### src/rtl/core/ucrh_pkg.sv
`default_nettype none

package ucrh_pkg;

	// Device state codes
	typedef enum logic [2:0] {
		ST_POWERED    = 3'd0,
		ST_DEFAULT    = 3'd1,
		ST_PENDING    = 3'd2,
		ST_ADDRESS    = 3'd3,
		ST_CONFIGURED = 3'd4
	} dev_state_t;

	// Response codes
	typedef enum logic [1:0] {
		RSP_STALL   = 2'd0,
		RSP_ACK     = 2'd1,
		RSP_DATA    = 2'd2,
		RSP_HANDOFF = 2'd3
	} rsp_code_t;

	// Event kinds
	localparam logic [1:0] EV_SETUP       = 2'd0;
	localparam logic [1:0] EV_BUS_RESET   = 2'd1;
	localparam logic [1:0] EV_STATUS_DONE = 2'd2;

	// Setup request type
	localparam logic [1:0] SETUP_STANDARD = 2'd0;

	// Recipients
	localparam logic [1:0] RCP_DEVICE    = 2'd0;
	localparam logic [1:0] RCP_INTERFACE = 2'd1;
	localparam logic [1:0] RCP_ENDPOINT  = 2'd2;

	// Standard request codes
	localparam logic [7:0] REQ_GET_STATUS        = 8'd0;
	localparam logic [7:0] REQ_SET_ADDRESS       = 8'd5;
	localparam logic [7:0] REQ_GET_DESCRIPTOR    = 8'd6;
	localparam logic [7:0] REQ_GET_CONFIGURATION = 8'd8;
	localparam logic [7:0] REQ_SET_CONFIGURATION = 8'd9;
	localparam logic [7:0] REQ_GET_INTERFACE     = 8'd10;
	localparam logic [7:0] REQ_SET_INTERFACE     = 8'd11;

	// One incoming event
	typedef struct packed {
		logic [1:0]  req_type;
		logic [1:0]  setup_type;
		logic        to_host;
		logic [1:0]  recipient;
		logic [7:0]  request_code;
		logic [15:0] value_word;
		logic [15:0] index_word;
		logic [15:0] length_word;
	} req_t;

	// One result
	typedef struct packed {
		rsp_code_t   response;
		logic [1:0]  reply_length;
		logic [15:0] reply_data;
		dev_state_t  device_state_out;
		logic [6:0]  device_address;
	} rsp_t;

endpackage

`default_nettype wire

### src/rtl/core/ucrh_if.sv
`default_nettype none

// Event channel
interface ucrh_req_if;
	logic        valid;
	logic        ready;
	logic [1:0]  req_type;
	logic [1:0]  setup_type;
	logic        to_host;
	logic [1:0]  recipient;
	logic [7:0]  request_code;
	logic [15:0] value_word;
	logic [15:0] index_word;
	logic [15:0] length_word;

	modport source (
		output valid, req_type, setup_type, to_host, recipient,
		       request_code, value_word, index_word, length_word,
		input  ready
	);
	modport sink (
		input  valid, req_type, setup_type, to_host, recipient,
		       request_code, value_word, index_word, length_word,
		output ready
	);
endinterface

// Result channel
interface ucrh_rsp_if;
	logic        valid;
	logic        ready;
	logic [1:0]  response;
	logic [1:0]  reply_length;
	logic [15:0] reply_data;
	logic [2:0]  device_state_out;
	logic [6:0]  device_address;

	modport source (
		output valid, response, reply_length, reply_data,
		       device_state_out, device_address,
		input  ready
	);
	modport sink (
		input  valid, response, reply_length, reply_data,
		       device_state_out, device_address,
		output ready
	);
endinterface

`default_nettype wire

### src/rtl/core/ucrh_in_stage.sv
`default_nettype none

module ucrh_in_stage (
	input  wire logic         clk,
	input  wire logic         arst_n,
	ucrh_req_if.sink          req,
	input  wire logic         advance,
	output logic              valid_s1,
	output ucrh_pkg::req_t    item_s1
);
	import ucrh_pkg::*;

	// Take a new event whenever the stage is empty or is handing on this cycle
	assign req.ready = !valid_s1 || advance;

	always_ff @(posedge clk or negedge arst_n) begin
		if (!arst_n) begin
			valid_s1 <= 1'b0;
		end else if (req.ready) begin
			valid_s1 <= req.valid;
		end
	end

	// Payload register
	always_ff @(posedge clk) begin
		if (req.valid && req.ready) begin
			item_s1 <= '{
				req_type:     req.req_type,
				setup_type:   req.setup_type,
				to_host:      req.to_host,
				recipient:    req.recipient,
				request_code: req.request_code,
				value_word:   req.value_word,
				index_word:   req.index_word,
				length_word:  req.length_word
			};
		end
	end

endmodule

`default_nettype wire

### src/rtl/core/ucrh_decode.sv
`default_nettype none

module ucrh_decode (
	input  wire logic         clk,
	input  wire logic         arst_n,
	input  wire logic         cfg_we,
	input  wire logic         cfg_wdata,
	input  wire logic         step,
	input  wire ucrh_pkg::req_t item,
	output ucrh_pkg::rsp_t    result
);
	import ucrh_pkg::*;

	dev_state_t  state_q, state_d;
	logic [6:0]  pend_addr_q, pend_addr_d;
	logic        active_cfg_q, active_cfg_d;
	logic        self_powered_q;

	rsp_code_t   rsp;
	logic        is_data;
	logic [1:0]  nat_len;
	logic [15:0] bytes;
	logic [1:0]  len;
	logic [15:0] data;
	logic        addr_or_cfg;

	assign addr_or_cfg = (state_q == ST_ADDRESS) || (state_q == ST_CONFIGURED);

	// Request decode and next state
	always_comb begin
		rsp          = RSP_ACK;
		is_data      = 1'b0;
		nat_len      = 2'd0;
		bytes        = 16'h0000;
		state_d      = state_q;
		pend_addr_d  = pend_addr_q;
		active_cfg_d = active_cfg_q;
		unique case (item.req_type)
			EV_BUS_RESET: begin
				state_d      = ST_DEFAULT;
				pend_addr_d  = 7'd0;
				active_cfg_d = 1'b0;
			end
			EV_STATUS_DONE: begin
				if (state_q == ST_PENDING)
					state_d = (pend_addr_q != 7'd0) ? ST_ADDRESS : ST_DEFAULT;
			end
			EV_SETUP: begin
				rsp = RSP_STALL;
				if (item.setup_type == SETUP_STANDARD) begin
					unique case (item.request_code)
						REQ_GET_STATUS: begin
							if (item.to_host) begin
								if (item.recipient == RCP_DEVICE) begin
									is_data = 1'b1;
									nat_len = 2'd2;
									bytes   = {15'd0, self_powered_q};
								end else if (item.recipient == RCP_INTERFACE ||
								             item.recipient == RCP_ENDPOINT) begin
									is_data = 1'b1;
									nat_len = 2'd2;
								end
							end
						end
						REQ_SET_ADDRESS: begin
							if (item.recipient == RCP_DEVICE &&
							    item.value_word[15:7] == 9'd0 &&
							    (state_q == ST_DEFAULT || state_q == ST_ADDRESS)) begin
								pend_addr_d = item.value_word[6:0];
								state_d     = ST_PENDING;
								rsp         = RSP_ACK;
							end
						end
						REQ_GET_DESCRIPTOR: begin
							if (item.to_host && item.recipient == RCP_DEVICE &&
							    state_q != ST_POWERED && state_q != ST_PENDING)
								rsp = RSP_HANDOFF;
						end
						REQ_GET_CONFIGURATION: begin
							if (item.to_host && item.recipient == RCP_DEVICE && addr_or_cfg) begin
								is_data = 1'b1;
								nat_len = 2'd1;
								bytes   = {15'd0, active_cfg_q};
							end
						end
						REQ_SET_CONFIGURATION: begin
							if (item.recipient == RCP_DEVICE && addr_or_cfg &&
							    item.value_word[7:1] == 7'd0) begin
								active_cfg_d = item.value_word[0];
								state_d      = item.value_word[0] ? ST_CONFIGURED : ST_ADDRESS;
								rsp          = RSP_ACK;
							end
						end
						REQ_GET_INTERFACE: begin
							if (item.to_host && item.recipient == RCP_INTERFACE &&
							    state_q == ST_CONFIGURED && item.index_word[15:1] == 15'd0) begin
								is_data = 1'b1;
								nat_len = 2'd1;
								bytes   = {15'd0, item.index_word[0]};
							end
						end
						REQ_SET_INTERFACE: begin
							if (item.recipient == RCP_INTERFACE &&
							    state_q == ST_CONFIGURED && item.index_word[15:1] == 15'd0)
								rsp = RSP_ACK;
						end
						default: ;
					endcase
				end
			end
			default: ;
		endcase
	end

	// Data reply length is capped by wLength; bytes past it read as zero
	always_comb begin
		len  = 2'd0;
		data = 16'h0000;
		if (is_data) begin
			len = (item.length_word < {14'd0, nat_len}) ? item.length_word[1:0] : nat_len;
			unique case (len)
				2'd0:    data = 16'h0000;
				2'd1:    data = {8'h00, bytes[7:0]};
				default: data = bytes;
			endcase
		end
	end

	assign result = '{
		response:         is_data ? RSP_DATA : rsp,
		reply_length:     len,
		reply_data:       data,
		device_state_out: state_d,
		device_address:   pend_addr_d
	};

	// Device state registers
	always_ff @(posedge clk or negedge arst_n) begin
		if (!arst_n) begin
			state_q      <= ST_POWERED;
			pend_addr_q  <= 7'd0;
			active_cfg_q <= 1'b0;
		end else if (step) begin
			state_q      <= state_d;
			pend_addr_q  <= pend_addr_d;
			active_cfg_q <= active_cfg_d;
		end
	end

	// Self-powered register
	always_ff @(posedge clk or negedge arst_n) begin
		if (!arst_n) begin
			self_powered_q <= 1'b1;
		end else if (cfg_we) begin
			self_powered_q <= cfg_wdata;
		end
	end

`ifndef SYNTHESIS
	a_cfg_matches_state: assert property (@(posedge clk) disable iff (!arst_n)
		active_cfg_q == (state_q == ST_CONFIGURED))
		else $error("active configuration disagrees with device state");

	a_bus_reset: assert property (@(posedge clk) disable iff (!arst_n)
		step && item.req_type == EV_BUS_RESET |=>
		state_q == ST_DEFAULT && pend_addr_q == 7'd0 && !active_cfg_q)
		else $error("bus reset did not return to default state");
`endif

endmodule

`default_nettype wire

### src/rtl/core/ucrh_out_stage.sv
`default_nettype none

module ucrh_out_stage (
	input  wire logic           clk,
	input  wire logic           arst_n,
	input  wire logic           load,
	input  wire ucrh_pkg::rsp_t result,
	output logic                stall,
	ucrh_rsp_if.source          rsp
);
	import ucrh_pkg::*;

	logic valid_q;
	rsp_t rsp_q;

	// Full and not being drained: the decode stage must hold
	assign stall = valid_q && !rsp.ready;

	always_ff @(posedge clk or negedge arst_n) begin
		if (!arst_n) begin
			valid_q <= 1'b0;
		end else if (load) begin
			valid_q <= 1'b1;
		end else if (rsp.ready) begin
			valid_q <= 1'b0;
		end
	end

	// Result register
	always_ff @(posedge clk) begin
		if (load) begin
			rsp_q <= result;
		end
	end

	assign rsp.valid            = valid_q;
	assign rsp.response         = rsp_q.response;
	assign rsp.reply_length     = rsp_q.reply_length;
	assign rsp.reply_data       = rsp_q.reply_data;
	assign rsp.device_state_out = rsp_q.device_state_out;
	assign rsp.device_address   = rsp_q.device_address;

`ifndef SYNTHESIS
	a_no_overwrite: assert property (@(posedge clk) disable iff (!arst_n)
		load |-> !valid_q || rsp.ready)
		else $error("result overwritten before transfer");

	a_quiet_nondata: assert property (@(posedge clk) disable iff (!arst_n)
		valid_q && rsp_q.response != RSP_DATA |->
		rsp_q.reply_length == 2'd0 && rsp_q.reply_data == 16'h0000)
		else $error("reply fields set outside a data reply");
`endif

endmodule

`default_nettype wire

### src/rtl/core/usb_control_request_handler.sv
`default_nettype none

// USB chapter 9 standard request handler. Each transfer on req carries one
// event (setup packet, bus reset or status stage done) and yields exactly one
// transfer on rsp, in order. An event is registered on input, decoded
// combinationally against the device state and written to the result
// register; one event is taken every cycle while rsp keeps up, the device
// state register being updated as each event moves on. While a result waits
// on rsp, one more event can enter the input register; after that req is
// held off until the result is taken. Device descriptor requests to the host
// outside the powered and pending states return the hand-off code.
// self_powered (cfg_we/cfg_wdata, reset 1) is bit zero of the device
// Get_Status reply and should be written only while the block is idle.
module usb_control_request_handler (
	input  wire logic clk,
	input  wire logic arst_n,
	input  wire logic cfg_we,
	input  wire logic cfg_wdata,
	ucrh_req_if.sink  req,
	ucrh_rsp_if.source rsp
);
	import ucrh_pkg::*;

	logic valid_s1;
	req_t item_s1;
	rsp_t result;
	logic out_stall;
	logic advance;

	// Move the registered event into the result register
	assign advance = valid_s1 && !out_stall;

	ucrh_in_stage u_in (
		.clk      (clk),
		.arst_n   (arst_n),
		.req      (req),
		.advance  (advance),
		.valid_s1 (valid_s1),
		.item_s1  (item_s1)
	);

	ucrh_decode u_decode (
		.clk       (clk),
		.arst_n    (arst_n),
		.cfg_we    (cfg_we),
		.cfg_wdata (cfg_wdata),
		.step      (advance),
		.item      (item_s1),
		.result    (result)
	);

	ucrh_out_stage u_out (
		.clk    (clk),
		.arst_n (arst_n),
		.load   (advance),
		.result (result),
		.stall  (out_stall),
		.rsp    (rsp)
	);

endmodule

`default_nettype wire
### src/flat_wrapper.sv
// flat-port wrapper written by rule: the top's interface ports become plain ports
module usb_control_request_handler_flat import ucrh_pkg::*;
  (clk, arst_n, cfg_we, cfg_wdata, req_valid, req_req_type, req_setup_type, req_to_host, req_recipient, req_request_code, req_value_word, req_index_word, req_length_word, req_ready, rsp_valid, rsp_response, rsp_reply_length, rsp_reply_data, rsp_device_state_out, rsp_device_address, rsp_ready);
  ucrh_req_if req_i ();
  ucrh_rsp_if rsp_i ();
  input  wire logic clk;
  input  wire logic arst_n;
  input  wire logic cfg_we;
  input  wire logic cfg_wdata;
  input wire logic [$bits(req_i.valid)-1:0] req_valid;
  input wire logic [$bits(req_i.req_type)-1:0] req_req_type;
  input wire logic [$bits(req_i.setup_type)-1:0] req_setup_type;
  input wire logic [$bits(req_i.to_host)-1:0] req_to_host;
  input wire logic [$bits(req_i.recipient)-1:0] req_recipient;
  input wire logic [$bits(req_i.request_code)-1:0] req_request_code;
  input wire logic [$bits(req_i.value_word)-1:0] req_value_word;
  input wire logic [$bits(req_i.index_word)-1:0] req_index_word;
  input wire logic [$bits(req_i.length_word)-1:0] req_length_word;
  output wire logic [$bits(req_i.ready)-1:0] req_ready;
  output wire logic [$bits(rsp_i.valid)-1:0] rsp_valid;
  output wire logic [$bits(rsp_i.response)-1:0] rsp_response;
  output wire logic [$bits(rsp_i.reply_length)-1:0] rsp_reply_length;
  output wire logic [$bits(rsp_i.reply_data)-1:0] rsp_reply_data;
  output wire logic [$bits(rsp_i.device_state_out)-1:0] rsp_device_state_out;
  output wire logic [$bits(rsp_i.device_address)-1:0] rsp_device_address;
  input wire logic [$bits(rsp_i.ready)-1:0] rsp_ready;
  assign req_i.valid = req_valid;
  assign req_i.req_type = req_req_type;
  assign req_i.setup_type = req_setup_type;
  assign req_i.to_host = req_to_host;
  assign req_i.recipient = req_recipient;
  assign req_i.request_code = req_request_code;
  assign req_i.value_word = req_value_word;
  assign req_i.index_word = req_index_word;
  assign req_i.length_word = req_length_word;
  assign req_ready = req_i.ready;
  assign rsp_valid = rsp_i.valid;
  assign rsp_response = rsp_i.response;
  assign rsp_reply_length = rsp_i.reply_length;
  assign rsp_reply_data = rsp_i.reply_data;
  assign rsp_device_state_out = rsp_i.device_state_out;
  assign rsp_device_address = rsp_i.device_address;
  assign rsp_i.ready = rsp_ready;
  usb_control_request_handler u_core (.clk(clk), .arst_n(arst_n), .cfg_we(cfg_we), .cfg_wdata(cfg_wdata), .req(req_i), .rsp(rsp_i));
endmodule
### config.mk
export PLATFORM = sky130hd
export DESIGN_NAME = usb_control_request_handler_flat
export DESIGN_NICKNAME = d
export VERILOG_FILES = /design/src/rtl/core/ucrh_pkg.sv /design/src/rtl/core/ucrh_if.sv /design/src/rtl/core/ucrh_in_stage.sv /design/src/rtl/core/ucrh_decode.sv /design/src/rtl/core/ucrh_out_stage.sv /design/src/rtl/core/usb_control_request_handler.sv /design/src/flat_wrapper.sv
export SDC_FILE = /design/constraint.sdc
export NUM_CORES = 1
export LEC_CHECK = 0
export ABC_AREA = 1
export BUFFER_PORTS_ARGS = -buffer_cell sky130_fd_sc_hd__buf_4
export CAP_MARGIN = 25
export CORE_UTILIZATION = 48
export CTS_CLUSTER_SIZE = 40
export DETAILED_ROUTE_END_ITERATION = 8
export GPL_TIMING_DRIVEN = 0
export PLACE_DENSITY = 0.87
export SYNTH_ARGS = -nofsm -noshare
export SYNTH_HDL_FRONTEND = slang
export SYNTH_SLANG_ARGS = --single-unit
### constraint.sdc
create_clock -name clk -period 2.2 [get_ports clk]
set_clock_uncertainty 0.1 [all_clocks]
set_input_delay 0.22 -clock clk [delete_from_list [all_inputs] [get_ports clk]]
set_output_delay 0.22 -clock clk [all_outputs]
set_load 0.05 [all_outputs]
---- After elaboration in Yosys (flattened, before gate mapping) ----
Index checks and enable logic that the tools add are counted.
operators by class
  magnitude comparators ................... 1
  equality and inequality tests ........... 19
  muxes and demuxes ....................... 50
  reductions and logical operators ........ 36
operators by type and width
  cell                                                                    count
  8-bit by 4-bit equality test with 1-bit output (second input constant)  4
  16-bit case mux with 2 select lines                                     1
  1-bit 2-to-1 mux                                                        23
  7-bit 2-to-1 mux                                                        3
  2-bit 2-to-1 mux                                                        10
  8-bit by 3-bit equality test with 1-bit output (second input constant)  2
  1-bit logical AND                                                       16
  16-bit by 2-bit < comparator with 1-bit output                          1
  15-bit logical NOT                                                      1
  3-bit 2-to-1 mux                                                        5
  7-bit case mux with 2 select lines                                      1
  9-bit logical NOT                                                       1
  3-bit case mux with 3 select lines                                      1
  2-bit logical NOT                                                       4
  8-bit logical NOT                                                       1
  2-bit case mux with 4 select lines                                      1
  7-bit logical NOT                                                       1
  7-bit nonzero test                                                      1
  2-bit by 1-bit equality test with 1-bit output (second input constant)  3
  3-bit by 2-bit equality test with 1-bit output (second input constant)  2
  1-bit case mux with 3 select lines                                      2
  2-bit case mux with 3 select lines                                      1
  3-bit case mux with 2 select lines                                      1
  5-bit AND reduction                                                     1
  11 further kinds                                                        19
word-level totals
  register bits after elaboration ......... 107
  word-level logic and storage cells ...... 125

---- Longest topological paths before layout ----
  word-level depth ........................ 12
  gate-level depth with buffers ........... 15

---- Hierarchy ----
From an unflattened synthesis, not the netlist that was laid out.
second synthesis, totals
  cells, all modules ...................... 375
  area total of the unflattened synthesis .. 4441.8 um2
modules (own cells, without submodules)
  module                       instances  cells an instance  area each (um2)  sequential area each (um2)
  ucrh_in_stage                1          69                 1936.9           1916.8
  ucrh_decode                  1          268                1547.7           301.5
  ucrh_out_stage               1          36                 947.2            925.9
  usb_control_request_handler  1          2                  10.0             0.0

---- Least setup slack after synthesis ----
Ideal clock, no wire load.
  path kind ............................... flip-flop to flip-flop
  from .................................... register u_core.u_out.valid_q, in the netlist u_core.u_out.rsp.valid
  to ...................................... register, netlist name u_core.u_in.item_s1[0]
  data arrival time ....................... 2480 ps
  slack ................................... -797 ps
  cell stages (with the launch flop) ...... 4
  buffers on the path ..................... 0
  period minus slack after synthesis ...... 2997 ps
  cells stage by stage .................... dfrtp_1 > nand3_1 > nand2_1 > inv_1
on the way
  cells in the longest elaborated chain, start to end .. 5
RTL lines
  what                      line                               text
  start: declaration        ucrh_out_stage.sv:13               logic valid_q;
  start signal: assignment  ucrh_out_stage.sv:21               valid_q <= 1'b0;
  start signal: assignment  ucrh_out_stage.sv:23               valid_q <= 1'b1;
  start signal: assignment  ucrh_out_stage.sv:25               valid_q <= 1'b0;
  1-bit logical AND         ucrh_out_stage.sv:17               assign stall = valid_q && !rsp.ready;
  1-bit logical NOT         usb_control_request_handler.sv:31  assign advance = valid_s1 && !out_stall;
  1-bit logical AND         usb_control_request_handler.sv:31
  1-bit logical OR          ucrh_in_stage.sv:14                assign req.ready = !valid_s1 || advance;
  via req_ready             flat_wrapper.sv:19                 output wire logic [$bits(req_i.ready)-1:0] req_ready;
  1-bit logical AND         ucrh_in_stage.sv:26                if (req.valid && req.ready) begin
The timed path passes the listed nets, and every way through them passes these cells.
A chain may end at the register's enable or synchronous reset.

---- Worst setup path after layout ----
  from .................................... register, netlist name u_core.u_in.item_s1[53]
  to ...................................... register u_core.u_out.rsp_q (netlist bit u_core.u_out.rsp.reply_length[1]) (data pin)
on the way
  cells in the longest elaborated chain, start to end .. 6
RTL lines
  what                                                                                        line                  text
  8-bit by 4-bit equality test with 1-bit output / 8-bit logical NOT (equally long branches)  ucrh_decode.sv:51     unique case (item.request_code)
  2-bit case mux with 3 select lines                                                          ucrh_decode.sv:51
  2-bit 2-to-1 mux                                                                            ucrh_decode.sv:50     if (item.setup_type == SETUP_STANDARD) begin
  2-bit 2-to-1 mux                                                                            ucrh_decode.sv:38     unique case (item.req_type)
  16-bit by 2-bit < comparator with 1-bit output                                              ucrh_decode.sv:120    len = (item.length_word < {14'd0, nat_len}) ? item.length_word[1:0] : nat_len;
  2-bit 2-to-1 mux                                                                            ucrh_decode.sv:120
  end signal: assignment                                                                      ucrh_out_stage.sv:32  rsp_q <= result;
  end: declaration                                                                            ucrh_out_stage.sv:14  rsp_t rsp_q;
Several ways; a longest one is shown, not always the timed one.

==> flow_metrics.env <==
export IMPL_r2r_start="u_core.u_in.item_s1[53]"
export IMPL_num_vias=3085
export IMPL_yosysWarnings=0
export IMPL_nFillCells=499
export IMPL_final_cell_mix="buf_4, edfxtp_1, dlygate4sd3_1"
export IMPL_place_area_sq_um=4876
export IMPL_switching_share=0.2965
export IMPL_nNetsFinal=593
export IMPL_rsz0062_at_grt="yes"
export IMPL_dp_hpwl_mm=5.214
export IMPL_synth_top_family_by_area="simple AND/OR/NAND/NOR gates"
export IMPL_setup_viol=0
export IMPL_path_max_fanout=4
export IMPL_worst_slew_pin_slew_ns=0.5981
export IMPL_critPathRequiredTime_ns=2.23
export IMPL_clk_latency_ns=0.37
export IMPL_dieArea_sq_um=8724
export IMPL_cts_path_max_buffers=2
export IMPL_ys_seq_area_frac=0.6718
export IMPL_io_pins=101
export IMPL_layout_drive_gt1_share=0.3277
export IMPL_synth_compound_area_share=0.06771
export IMPL_layout_commonest_cell="buf_4"
export IMPL_rr_endpoint="u_core.u_out.rsp.reply_length[1]"
export IMPL_synthSimpleGateAreaFrac=0.1729
export IMPL_ff2ff_path_depth=13
export IMPL_ys_seq_elements=92
export IMPL_cts_tree="done"
export IMPL_grt_pass1_vias=3097
export IMPL_reg2reg_slack_ns=0.05
export IMPL_finalHoldViolCount=0
export IMPL_synthXorXnorAreaFrac=0
export IMPL_synth_area_per_cell_sq_um=11.79
export IMPL_fin_crit_ns=2.151
export IMPL_crit_path_end_kind="register"
export IMPL_cts_sinks=92
export IMPL_track_usage=0.2276
export IMPL_critical_path_endpoint="u_core.u_out.rsp.reply_length[1]"
export IMPL_clockPowerShare=0.264
export IMPL_drt_iter0_drc=179
export IMPL_grt_pass1_wl_mm=14.57
export IMPL_ir_drop_v=0.0006097
export IMPL_drtAntennaViolNets=0
export IMPL_synthAdderAreaFrac=0.003120
export IMPL_synth_area_mux_share=0.002808
export IMPL_area_growth_pct=44.90
export IMPL_fin_area_sq_um=5811
export IMPL_start_util=0.5084
export IMPL_switchingPower_uw=1185
export IMPL_slew_violations=0
export IMPL_routedWlPerCell_microns=14.96
export IMPL_intPower_uw=2813
export IMPL_grt_overflow_total=0
export IMPL_p_seq_frac=0.541
export IMPL_maxSlewHeadroom=0.5998
export IMPL_drc=0
export IMPL_clkTransAtPathRegs_ns=0.09
export IMPL_dp_cells=542
export IMPL_synth_cell_types=39
export IMPL_max_clock_freq_ghz=0.4648
export IMPL_hp_class="in2reg"
export IMPL_maxCapViolCount=0
export IMPL_arrival_ns=2.18
export IMPL_crit_path_start="u_core.u_in.item_s1[53]"
export IMPL_dr_pass1_iters=5
export IMPL_ctsRootBufferMaster="clkbuf_8"
export IMPL_p_comb_frac=0.195
export IMPL_routed_wl_mm=9.457
export IMPL_status="finished clean"
export IMPL_cts_buffers=9
export IMPL_power_density_nw_per_um2=688.2
export IMPL_rows=32
export IMPL_viasPerCell=4.881
export IMPL_grt_antenna_before_repair=2
export IMPL_instances_no_fill=632
export IMPL_grt_max_degree=52
export IMPL_die_h_microns=93.40
export IMPL_fin_crit_sh=0.9778
export IMPL_finalHoldWorstSlack_ns=0.05908
export IMPL_start_kind="register"
export IMPL_setup_tns_ns=0
export IMPL_htreeDepth=3
export IMPL_place_congestion=0.9127
export IMPL_core_area_sq_um=7888
export IMPL_synth_area_sq_um=4010
export IMPL_final_util=0.7367
export IMPL_p_leak_uw=0.002563
export IMPL_synthesis_instances=340
export IMPL_numPortBuffers=85
export IMPL_die_width_microns=93.40
export IMPL_worstSetupPathType="reg2reg"
## power groups by stage
stage,clock [uW],combinational [uW],sequential [uW]
after global routing,1140,833,2180
after detailed placement,0,652,2190
after CTS,1060,755,2160
final,1060,778,2170
after global placement,0,631,2190
after floorplan,0,297,2310
## kinds of logic (layout without fill, tap and decap cells)
group / after synthesis / after routing
adder cells (fa/ha/maj): 1 / 1
other: 1 / 17
AO/OA/AOI/OAI: 36 / 36
buffers and inverters: 69 / 243
multiplexers: 1 / 1
AND/OR/NAND/NOR: 140 / 140
flip-flops: 92 / 92
## layout make-up
| cell class | count | area (sq um) | area share |
|---|---|---|---|
| Inverter | 51 | 195.2 | 0.03359 |
| Timing Repair Buffer | 158 | 1366 | 0.2351 |
| Sequential cell | 92 | 2695 | 0.4638 |
| Clock buffer | 9 | 123.9 | 0.02132 |
| Multi-Input combinational cell | 193 | 1105 | 0.1901 |
| Tap cell | 102 | 127.6 | 0.02196 |
| Clock inverter | 7 | 60.06 | 0.01034 |
| Antenna cell | 2 | 5.005 | 0.0008613 |
| Buffer | 18 | 132.6 | 0.02283 |
## how the worst min path moves through the flow
stage,start,endpoint,slack [ns],cells past startpoint
3_3_place_gp,arst_n,u_core.u_decode.pend_addr_q[3],-0.03,1
2_1_floorplan,arst_n,u_core.u_decode.active_cfg_q,-0.18,0
3_5_place_dp,arst_n,u_core.u_decode.pend_addr_q[2],-0.02,1
5_1_grt,rsp_ready,u_core.u_out.rsp.valid,0.07,4
6_report,rsp_ready,u_core.u_out.rsp.valid,0.06,4
4_1_cts,rsp_ready,u_core.u_out.rsp.valid,0.05,4
## state kept, by name, summed over array words and instances (netlist names)
| name | flops |
|---|---|
| u_core.u_decode.self_powered_q | 1 |
| u_core.u_out.rsp.response | 2 |
| u_core.u_out.rsp.valid | 1 |
| u_core.u_out.rsp.device_address | 7 |
| u_core.u_out.rsp.reply_length | 2 |
| u_core.u_out.rsp.reply_data | 1 |
| u_core.u_decode.pend_addr_q | 7 |
| u_core.u_out.rsp.device_state_out | 3 |
| u_core.u_decode.state_q | 3 |
| u_core.u_decode.active_cfg_q | 1 |
| u_core.u_in.item_s1 | 63 |
| u_core.u_in.valid_s1 | 1 |
## critical path, stage by stage, from the launching register on
cell and delay [ns]:
edfxtp_1 0.40, inv_2 0.08, nand2_4 0.06, nor2_8 0.14
nand3_4 0.09, nor2_4 0.10, nand4_1 0.12, ha_2 0.21
nor3_2 0.10, nand2_1 0.10, nor2_4 0.17, nand3b_1 0.11
nand3_2 0.09, inv_1 0.04
## stage by stage
step	power, uW	setup slack (ns)
final	3999	0.04875
after global routing	4149	-0.09725
after CTS	3977	0.009816
after detailed placement	2846	-0.2397
after global placement	2825	-0.1606
after floorplan	2611	-0.1068
## layer usage
metal / routed length, microns / track usage / up-vias / part of all wire
li1: - / - / 1498 / -
met3: 574 / 0.05041 / 22 / 0.061
met1: 3687 / 0.2558 / 1428 / 0.39
met5: 0 / 0 / - / 0
met4: 259 / 0.1013 / 0 / 0.027
met2: 4936 / 0.4118 / 137 / 0.52
## synthesized netlist by cell type
library cell / instances / share of area
nor2_8: 2 / 0.010
nor2b_1: 1 / 0.0016
edfxtp_1: 78 / 0.58
nand3b_1: 2 / 0.0037
inv_1: 43 / 0.040
nand3_1: 13 / 0.016
nor2_4: 1 / 0.0028
o21ai_0: 2 / 0.0025
nor2_2: 5 / 0.0078
conb_1: 1 / 0.00094
nand3_2: 5 / 0.012
nand2_2: 6 / 0.0094
nor3_1: 4 / 0.0050
o311ai_0: 1 / 0.0022
ha_1: 1 / 0.0031
o21ai_1: 11 / 0.014
nor2_1: 23 / 0.022
a21oi_2: 1 / 0.0022
dfstp_2: 1 / 0.0066
a21oi_4: 1 / 0.0041
o22ai_1: 8 / 0.012
dfrtp_1: 13 / 0.081
nand2_4: 1 / 0.0028
o211ai_1: 3 / 0.0056
buf_2: 1 / 0.0012
and3_1: 1 / 0.0016
nand2_1: 65 / 0.061
nor4_1: 4 / 0.0062
and2_1: 1 / 0.0016
inv_2: 6 / 0.0056
o211ai_2: 7 / 0.022
a21oi_1: 1 / 0.0012
a21boi_1: 1 / 0.0019
buf_6: 1 / 0.0028
nand4_1: 6 / 0.0094
buf_4: 15 / 0.028
clkinv_1: 2 / 0.0019
mux2_2: 1 / 0.0028
clkbuf_1: 1 / 0.00094
## what timing repair did
action | 4_1_cts | 5_1_grt
endpoints found under the setup margin | 3 | 6
buffers inserted | 3 | 2
pin swaps | 4 | 7
hold buffers | 67 | 0
hold endpoints to repair | 79 | 0
resized for setup | 6 | 3
No activity file was read; power rests on OpenSTA's default activity.
